<file path="config.mk">
export PLATFORM = sky130hd
export DESIGN_NAME = tli_ctrl
export DESIGN_NICKNAME = d
export VERILOG_FILES = /design/src/hdl/assert_macros.svh /design/src/hdl/tli_pkg.sv /design/src/hdl/tli_ctrl.sv
export SDC_FILE = /design/constraint.sdc
export NUM_CORES = 1
export LEC_CHECK = 0
export ABC_AREA = 0
export ABC_CLOCK_PERIOD_IN_PS = 2160
export BUFFER_PORTS_ARGS = -buffer_cell sky130_fd_sc_hd__buf_2
export CAP_MARGIN = 25
export CORE_MARGIN = 8
export CORE_UTILIZATION = 46
export CTS_CLUSTER_DIAMETER = 60
export DETAILED_ROUTE_END_ITERATION = 10
export PLACE_DENSITY = 0.74
export REMOVE_ABC_BUFFERS = 1
export SLEW_MARGIN = 10
export SYNTH_ARGS = -nofsm -noshare
export SYNTH_HDL_FRONTEND = slang
export SYNTH_SLANG_ARGS = --single-unit
</file>
<file path="constraint.sdc">
create_clock -name clk -period 2.16 [get_ports clk]
set_clock_uncertainty 0.05 [all_clocks]
set_input_delay 0.432 -clock clk [delete_from_list [all_inputs] [get_ports clk]]
set_output_delay 0.432 -clock clk [all_outputs]
set_load 0.005 [all_outputs]
</file>
<file path="src/hdl/assert_macros.svh">
// Concurrent assertion helpers, compiled out for synthesis
`ifndef ASSERT_MACROS_SVH
`define ASSERT_MACROS_SVH
`ifndef SYNTHESIS
`define AST_IMPLIES(lbl, clk, rst_n, ante, cons) \
	lbl: assert property (@(posedge clk) disable iff (!rst_n) (ante) |-> (cons)) \
		else $error("%m: implication check failed");
`define AST_NEXT(lbl, clk, rst_n, ante, cons) \
	lbl: assert property (@(posedge clk) disable iff (!rst_n) (ante) |=> (cons)) \
		else $error("%m: next-cycle check failed");
`else
`define AST_IMPLIES(lbl, clk, rst_n, ante, cons)
`define AST_NEXT(lbl, clk, rst_n, ante, cons)
`endif
`endif

</file>
<file path="src/hdl/tli_pkg.sv">
package tli_pkg;

	localparam logic OP_LOAD  = 1'b0;
	localparam logic OP_QUERY = 1'b1;

	typedef enum logic [1:0] {
		ST_INTERP = 2'd0,
		ST_LOW    = 2'd1,
		ST_HIGH   = 2'd2,
		ST_EMPTY  = 2'd3
	} status_t;

	typedef enum logic [2:0] {
		RA_FIRST,
		RA_LAST,
		RA_MID,
		RA_LEFT,
		RA_RIGHT
	} addr_sel_t;

	typedef enum logic [1:0] {
		OS_EMPTY,
		OS_ROW,
		OS_BLEND
	} out_src_t;

	typedef enum logic [4:0] {
		S_IDLE,
		S_CHECK,
		S_CMP_FIRST,
		S_CMP_LAST,
		S_SRCH,
		S_SRCH_CMP,
		S_LD_LEFT,
		S_LD_RIGHT,
		S_PREP,
		S_DIV_CHK,
		S_DIV,
		S_MUL_RE,
		S_ADD_RE,
		S_MUL_IM,
		S_ADD_IM,
		S_OUT_EMPTY,
		S_OUT_LOW,
		S_OUT_HIGH,
		S_OUT_BLEND
	} state_t;

	typedef struct packed {
		logic      capture;
		logic      mem_wr;
		logic      rd_en;
		addr_sel_t rd_sel;
		logic      srch_init;
		logic      srch_step;
		logic      ld_left;
		logic      ld_right;
		logic      div_init;
		logic      div_chk;
		logic      div_step;
		logic      mul_en;
		logic      mul_im;
		logic      acc_en;
		logic      out_ld;
		out_src_t  out_src;
		status_t   out_status;
	} cmd_t;

	typedef struct packed {
		logic n_zero;
		logic q_le_rd;
		logic q_ge_rd;
		logic srch_done;
		logic div_done;
		logic out_free;
	} sts_t;

endpackage

</file>
<file path="src/hdl/tli_ctrl.sv">
module tli_ctrl (
	input  logic            clk,
	input  logic            arst_n,
	input  logic            in_valid,
	input  logic            in_op,
	input  tli_pkg::sts_t   sts,
	output tli_pkg::cmd_t   cmd,
	output logic            in_ready
);

	tli_pkg::state_t state_q, state_d;

	always_ff @(posedge clk or negedge arst_n) begin
		if (!arst_n) begin
			state_q <= tli_pkg::S_IDLE;
		end else begin
			state_q <= state_d;
		end
	end

	always_comb begin
		state_d        = state_q;
		cmd            = '0;
		cmd.rd_sel     = tli_pkg::RA_FIRST;
		cmd.out_src    = tli_pkg::OS_EMPTY;
		cmd.out_status = tli_pkg::ST_INTERP;
		in_ready       = 1'b0;
		unique case (state_q)
			tli_pkg::S_IDLE: begin
				in_ready = 1'b1;
				if (in_valid) begin
					if (in_op == tli_pkg::OP_LOAD) begin
						cmd.mem_wr = 1'b1;
					end else begin
						cmd.capture = 1'b1;
						state_d     = tli_pkg::S_CHECK;
					end
				end
			end
			tli_pkg::S_CHECK: begin
				if (sts.n_zero) begin
					state_d = tli_pkg::S_OUT_EMPTY;
				end else begin
					cmd.rd_en  = 1'b1;
					cmd.rd_sel = tli_pkg::RA_FIRST;
					state_d    = tli_pkg::S_CMP_FIRST;
				end
			end
			tli_pkg::S_CMP_FIRST: begin
				if (sts.q_le_rd) begin
					state_d = tli_pkg::S_OUT_LOW;
				end else begin
					cmd.rd_en  = 1'b1;
					cmd.rd_sel = tli_pkg::RA_LAST;
					state_d    = tli_pkg::S_CMP_LAST;
				end
			end
			tli_pkg::S_CMP_LAST: begin
				if (sts.q_ge_rd) begin
					state_d = tli_pkg::S_OUT_HIGH;
				end else begin
					cmd.srch_init = 1'b1;
					state_d       = tli_pkg::S_SRCH;
				end
			end
			tli_pkg::S_SRCH: begin
				cmd.rd_en = 1'b1;
				if (sts.srch_done) begin
					cmd.rd_sel = tli_pkg::RA_LEFT;
					state_d    = tli_pkg::S_LD_LEFT;
				end else begin
					cmd.rd_sel = tli_pkg::RA_MID;
					state_d    = tli_pkg::S_SRCH_CMP;
				end
			end
			tli_pkg::S_SRCH_CMP: begin
				cmd.srch_step = 1'b1;
				state_d       = tli_pkg::S_SRCH;
			end
			tli_pkg::S_LD_LEFT: begin
				cmd.ld_left = 1'b1;
				cmd.rd_en   = 1'b1;
				cmd.rd_sel  = tli_pkg::RA_RIGHT;
				state_d     = tli_pkg::S_LD_RIGHT;
			end
			tli_pkg::S_LD_RIGHT: begin
				cmd.ld_right = 1'b1;
				state_d      = tli_pkg::S_PREP;
			end
			tli_pkg::S_PREP: begin
				cmd.div_init = 1'b1;
				state_d      = tli_pkg::S_DIV_CHK;
			end
			tli_pkg::S_DIV_CHK: begin
				cmd.div_chk = 1'b1;
				state_d     = tli_pkg::S_DIV;
			end
			tli_pkg::S_DIV: begin
				if (sts.div_done) begin
					state_d = tli_pkg::S_MUL_RE;
				end else begin
					cmd.div_step = 1'b1;
				end
			end
			tli_pkg::S_MUL_RE: begin
				cmd.mul_en = 1'b1;
				state_d    = tli_pkg::S_ADD_RE;
			end
			tli_pkg::S_ADD_RE: begin
				cmd.acc_en = 1'b1;
				state_d    = tli_pkg::S_MUL_IM;
			end
			tli_pkg::S_MUL_IM: begin
				cmd.mul_en = 1'b1;
				cmd.mul_im = 1'b1;
				state_d    = tli_pkg::S_ADD_IM;
			end
			tli_pkg::S_ADD_IM: begin
				cmd.acc_en = 1'b1;
				cmd.mul_im = 1'b1;
				state_d    = tli_pkg::S_OUT_BLEND;
			end
			tli_pkg::S_OUT_EMPTY: begin
				cmd.out_src    = tli_pkg::OS_EMPTY;
				cmd.out_status = tli_pkg::ST_EMPTY;
				if (sts.out_free) begin
					cmd.out_ld = 1'b1;
					state_d    = tli_pkg::S_IDLE;
				end
			end
			tli_pkg::S_OUT_LOW: begin
				cmd.out_src    = tli_pkg::OS_ROW;
				cmd.out_status = tli_pkg::ST_LOW;
				if (sts.out_free) begin
					cmd.out_ld = 1'b1;
					state_d    = tli_pkg::S_IDLE;
				end
			end
			tli_pkg::S_OUT_HIGH: begin
				cmd.out_src    = tli_pkg::OS_ROW;
				cmd.out_status = tli_pkg::ST_HIGH;
				if (sts.out_free) begin
					cmd.out_ld = 1'b1;
					state_d    = tli_pkg::S_IDLE;
				end
			end
			tli_pkg::S_OUT_BLEND: begin
				cmd.out_src    = tli_pkg::OS_BLEND;
				cmd.out_status = tli_pkg::ST_INTERP;
				if (sts.out_free) begin
					cmd.out_ld = 1'b1;
					state_d    = tli_pkg::S_IDLE;
				end
			end
			default: begin
				state_d = tli_pkg::S_IDLE;
			end
		endcase
	end

endmodule

</file>
== Word level (Yosys, flattened, before mapping) ==
Index checks and enable logic that the tools add are counted.

* Input bits: 10
* Bits in registers: 5
* Output and inout bits: 22
* Word-level logic and storage cells: 61

* Reductions and logical operators: 6
* Equality and inequality tests: 22
* Multiplexer cells: 32

{| class="wikitable"
|+ Operator list
! kind !! count
|-
| one-hot mux 5 bit (16 select lines) || 1
|-
| equality test 5 x 4 -> 1 bit, second input constant || 8
|-
| 2-to-1 mux 5 bit || 6
|-
| equality test 5 x 3 -> 1 bit, second input constant || 4
|-
| one-hot mux 5 bit (4 select lines) || 1
|-
| 2-to-1 mux 1 bit || 17
|-
| one-hot mux 4 bit (4 select lines) || 1
|-
| equality test 5 bit, second input constant || 3
|-
| 2-to-1 mux 4 bit || 3
|-
| equality test 5 x 2 -> 1 bit, second input constant || 2
|-
| 2-to-1 mux 2 bit || 3
|-
| inequality test 2 bit, second input constant || 3
|-
| OR reduction 2 bit || 3
|-
| equality test 5 x 1 -> 1 bit, second input constant || 1
|-
| logical NOT 5 bit || 1
|-
| AND reduction 4 bit || 1
|-
| OR reduction 4 bit || 1
|-
| inequality test 2 x 1 -> 1 bit, second input constant || 1
|}

== Depth between registers and ports, before layout ==
* Depth after elaboration: 4
* Mapped depth: 5
* Mapped depth without buffers: 4

== Worst setup path after synthesis ==
OpenSTA, ideal clock, no wires.

* Path type: flip-flop to output port
* Start: reg state_q[4]
* End: out cmd[20] in the netlist's numbering
* Setup slack: 0.330 ns
* Buffers on the path: 0
* Arrival: 1.348 ns
* Cell stages (with the launch flop): 4
* Data required time: 1.678 ns
* Cell sequence: dfrtp_1 > or3_2 > nor3_1 > and3_1

{| class="wikitable"
|+ RTL lines
! item !! RTL line !! source
|-
| start, declared || tli_ctrl.sv:11 || <nowiki>tli_pkg::state_t state_q, state_d;</nowiki>
|-
| start signal, assigned || tli_ctrl.sv:15 || <nowiki>state_q <= tli_pkg::S_IDLE;</nowiki>
|-
| start signal, assigned || tli_ctrl.sv:17 || <nowiki>state_q <= state_d;</nowiki>
|-
| end, declared || tli_ctrl.sv:7 || <nowiki>output tli_pkg::cmd_t cmd,</nowiki>
|}

==> run metrics <==
area grow syn2layout 27.97%; Vias/cell 6.007; Slew headroom 0.7637; Power Internal 0.7339 mW; VDD IR max 0.6906 mV; leak pwr 0.4804 nW; worst setup path class flop to primary output; clk root buf clkbuf_4; critical path data required time 1.68 ns; Final setup viols 0; Final nets 144; Worst-Margin Slew 0.3497 ns; #FFs+latches synth 5; part of the cycle the worst path needs 0.9366; Routed WL 2.136 mm; synthesized area 747.0 um2; Sink Count 5; Final Slew Violations 0; warnings from Yosys 0; RSZ-0062 raised after global routing false; Synth Instances 101; Sequential Power Share 0.160; final hold violations 0; CP Capture Type primary output; Syn Area/Cell 7.396 um2; Critical Path AT 1.54 ns; fmax 494.3 MHz; port bufs 31; die area 0.003169 mm2; Startpoint Class flop; largest net degree at the start of global routing 24; H-tree Lvls 1; worst-path maximum fanout 19; Diodes inserted 0; fraction of layout cells with a size suffix above 1 0.3985; Switching Share 0.4903; number of global-route vias before repair 854; biggest regs state_q x5; initial antenna violation count 0; first-pass GRT wire length 3.726 mm; clock share of power 0.075; DR pass1 iterations 4; Yosys cell types 47; Psw 0.7060 mW; maximum root-to-sink buffer count 2; status complete, no violations; Seq/Total Area, Yosys 0.1675; max FFs per register 5; total congestion overflow 0; final setup margin 0.1369 ns; Biggest register state_q; CTS tree yes; I/O Pins 32; WL per Instance 14.34 um; pre-CTS worst setup slack 0.2404 ns; Sum Neg Setup Slack 0 ns; Cell Rows 14; Vert. Die Dim 56.30 um; CTS buffer count 3; clock latency on the worst-skew pair 0.24 ns; Vias 895; Max-Cap Viols 0; DRT antenna net count 0; DRC Markers 0; GRT Resource Usage Total 0.1343; Starting Density 0.4958; Die Wd 56.30 um; Final Critical Period 2.023 ns; DR iter-0 viols 11; Cell Pwr Density 1506 mW/mm2; dpl hpwl 1.620 mm; clock edge transition at the registers on the reported setup and hold paths 0.04 ns; GPL Wtd Cong 0.8198; core area 0.001506 mm2; Logic pwr share 0.765; worst hold-check path type primary input to async pin
[placed cells by master, fill, tap and decap left out, drive strengths merged, types with 3 or more instances in the layout]
cell    Yosys  routed
buf         7      36
nor2       14      14
nor3        9       9
nand2       7       7
a21oi       5       5
dfrtp       5       5
inv         5       5
clkbuf      2       4
o21a        3       3
nor2b       3       3
o21ai       3       3
[power groups by stage]
| stage | Combinational [mW] | Sequential [mW] | Clock, mW |
|---|---|---|---|
| 2_1_floorplan | 0.626 | 0.319 | 0 |
| 3_3_place_gp | 1.05 | 0.223 | 0 |
| 3_5_place_dp | 1.06 | 0.226 | 0 |
| 4_1_cts | 1.07 | 0.228 | 0.109 |
| 5_1_grt | 1.23 | 0.242 | 0.117 |
| 6_report | 1.10 | 0.230 | 0.108 |
[cell families after synthesis]
group                     after synthesis  share of synthesized area
buffers and inverters                  14                     0.1089
and+or+nand+nor                        50                     0.3870
muxes                                   4                    0.06197
AOI/OAI and AO/OA                      26                     0.2513
DFF                                     5                     0.1675
xor gates and xnor gates                2                    0.02345
[path summary, 6_finish.rpt]
path | from | to | slack (ns) | cells past startpoint
max | state_q[2] | cmd[4] | 0.14 | 6
min | arst_n | state_q[3] | 0.49 | 2
max reg2reg | state_q[2] | state_q[0] | 0.32 | 4
min reg2reg | state_q[4] | state_q[4] | 0.65 | 2
max in group asynchronous | arst_n | state_q[1] | 1.43 | 2
min in group clk | sts[0] | state_q[4] | 0.51 | 3
[cell type report]
type	instances	area [um2]
Tap cell	16	20.02
Multi-Input combinational cell	82	558.0
Fill cell	140	550.5
Clock buffer	4	26.28
Timing Repair Buffer	37	206.4
Inverter	5	18.77
Sequential cell	5	126.4
[critical path, stage by stage, from the launching register on]
cell      delay, ns
dfrtp_1        0.38
buf_6          0.19
nand2b_2       0.11
or2_1          0.27
nor2_1         0.11
o21a_1         0.12
buf_2          0.10
[routing by layer]
layer / GRT usage / share of wire / vias to the layer above
met5: 0 / 0 / -
met4: 0.04124 / 0.0066 / 0
met3: 0.02247 / 0.046 / 2
met2: 0.2409 / 0.50 / 39
met1: 0.1562 / 0.44 / 423
li1: - / - / 431
[through the flow]
step           utilization  cell area [um2]  hold slack (ns)  instances  total power [mW]
2_1_floorplan            -            684.4          0.08641         92            0.9453
3_3_place_gp        0.5955            897.1           0.1952        144             1.274
3_5_place_dp        0.5955            897.1           0.1949        144             1.286
4_1_cts             0.6238            939.7           0.4821        149             1.409
5_1_grt             0.6346            955.9           0.4885        149             1.588
6_report            0.6346            955.9           0.4906        149             1.440
[cell usage after synthesis (all sizes together)]
master | n | share of area
o41ai | 1 | 0.012
nand2 | 7 | 0.035
a31oi | 1 | 0.0084
or3b | 2 | 0.030
nand2b | 2 | 0.017
o22ai | 1 | 0.0084
or2 | 2 | 0.017
inv | 5 | 0.025
a21o | 2 | 0.020
and3b | 2 | 0.023
and3 | 1 | 0.0084
nand3b | 2 | 0.020
dfrtp | 5 | 0.17
clkbuf | 2 | 0.010
or3 | 2 | 0.025
nor3 | 9 | 0.060
nor3b | 1 | 0.010
mux2i | 2 | 0.027
o221ai | 2 | 0.023
nand3 | 1 | 0.023
o31ai | 1 | 0.010
o311ai | 1 | 0.012
buf | 7 | 0.074
nor2 | 14 | 0.070
o21bai | 1 | 0.010
a2bb2oi | 1 | 0.020
a21oi | 5 | 0.033
o21ai | 3 | 0.020
a211o | 1 | 0.012
xnor2 | 2 | 0.023
o2111ai | 1 | 0.012
a211oi | 1 | 0.010
nor4 | 1 | 0.0084
o21a | 3 | 0.030
nor2b | 3 | 0.025
mux2 | 2 | 0.035
nor4bb | 1 | 0.013
o211ai | 1 | 0.010
[timing repair]
item | in CTS | in global routing
setup endpoints to repair | 3 | 5
gates resized for setup | 2 | 4
hold buffers | 1 | 0
hold endpoints to repair | 5 | 0
cloned | 0 | 0
setup buffers | 0 | 0
Power figures use the tool's default switching activity.
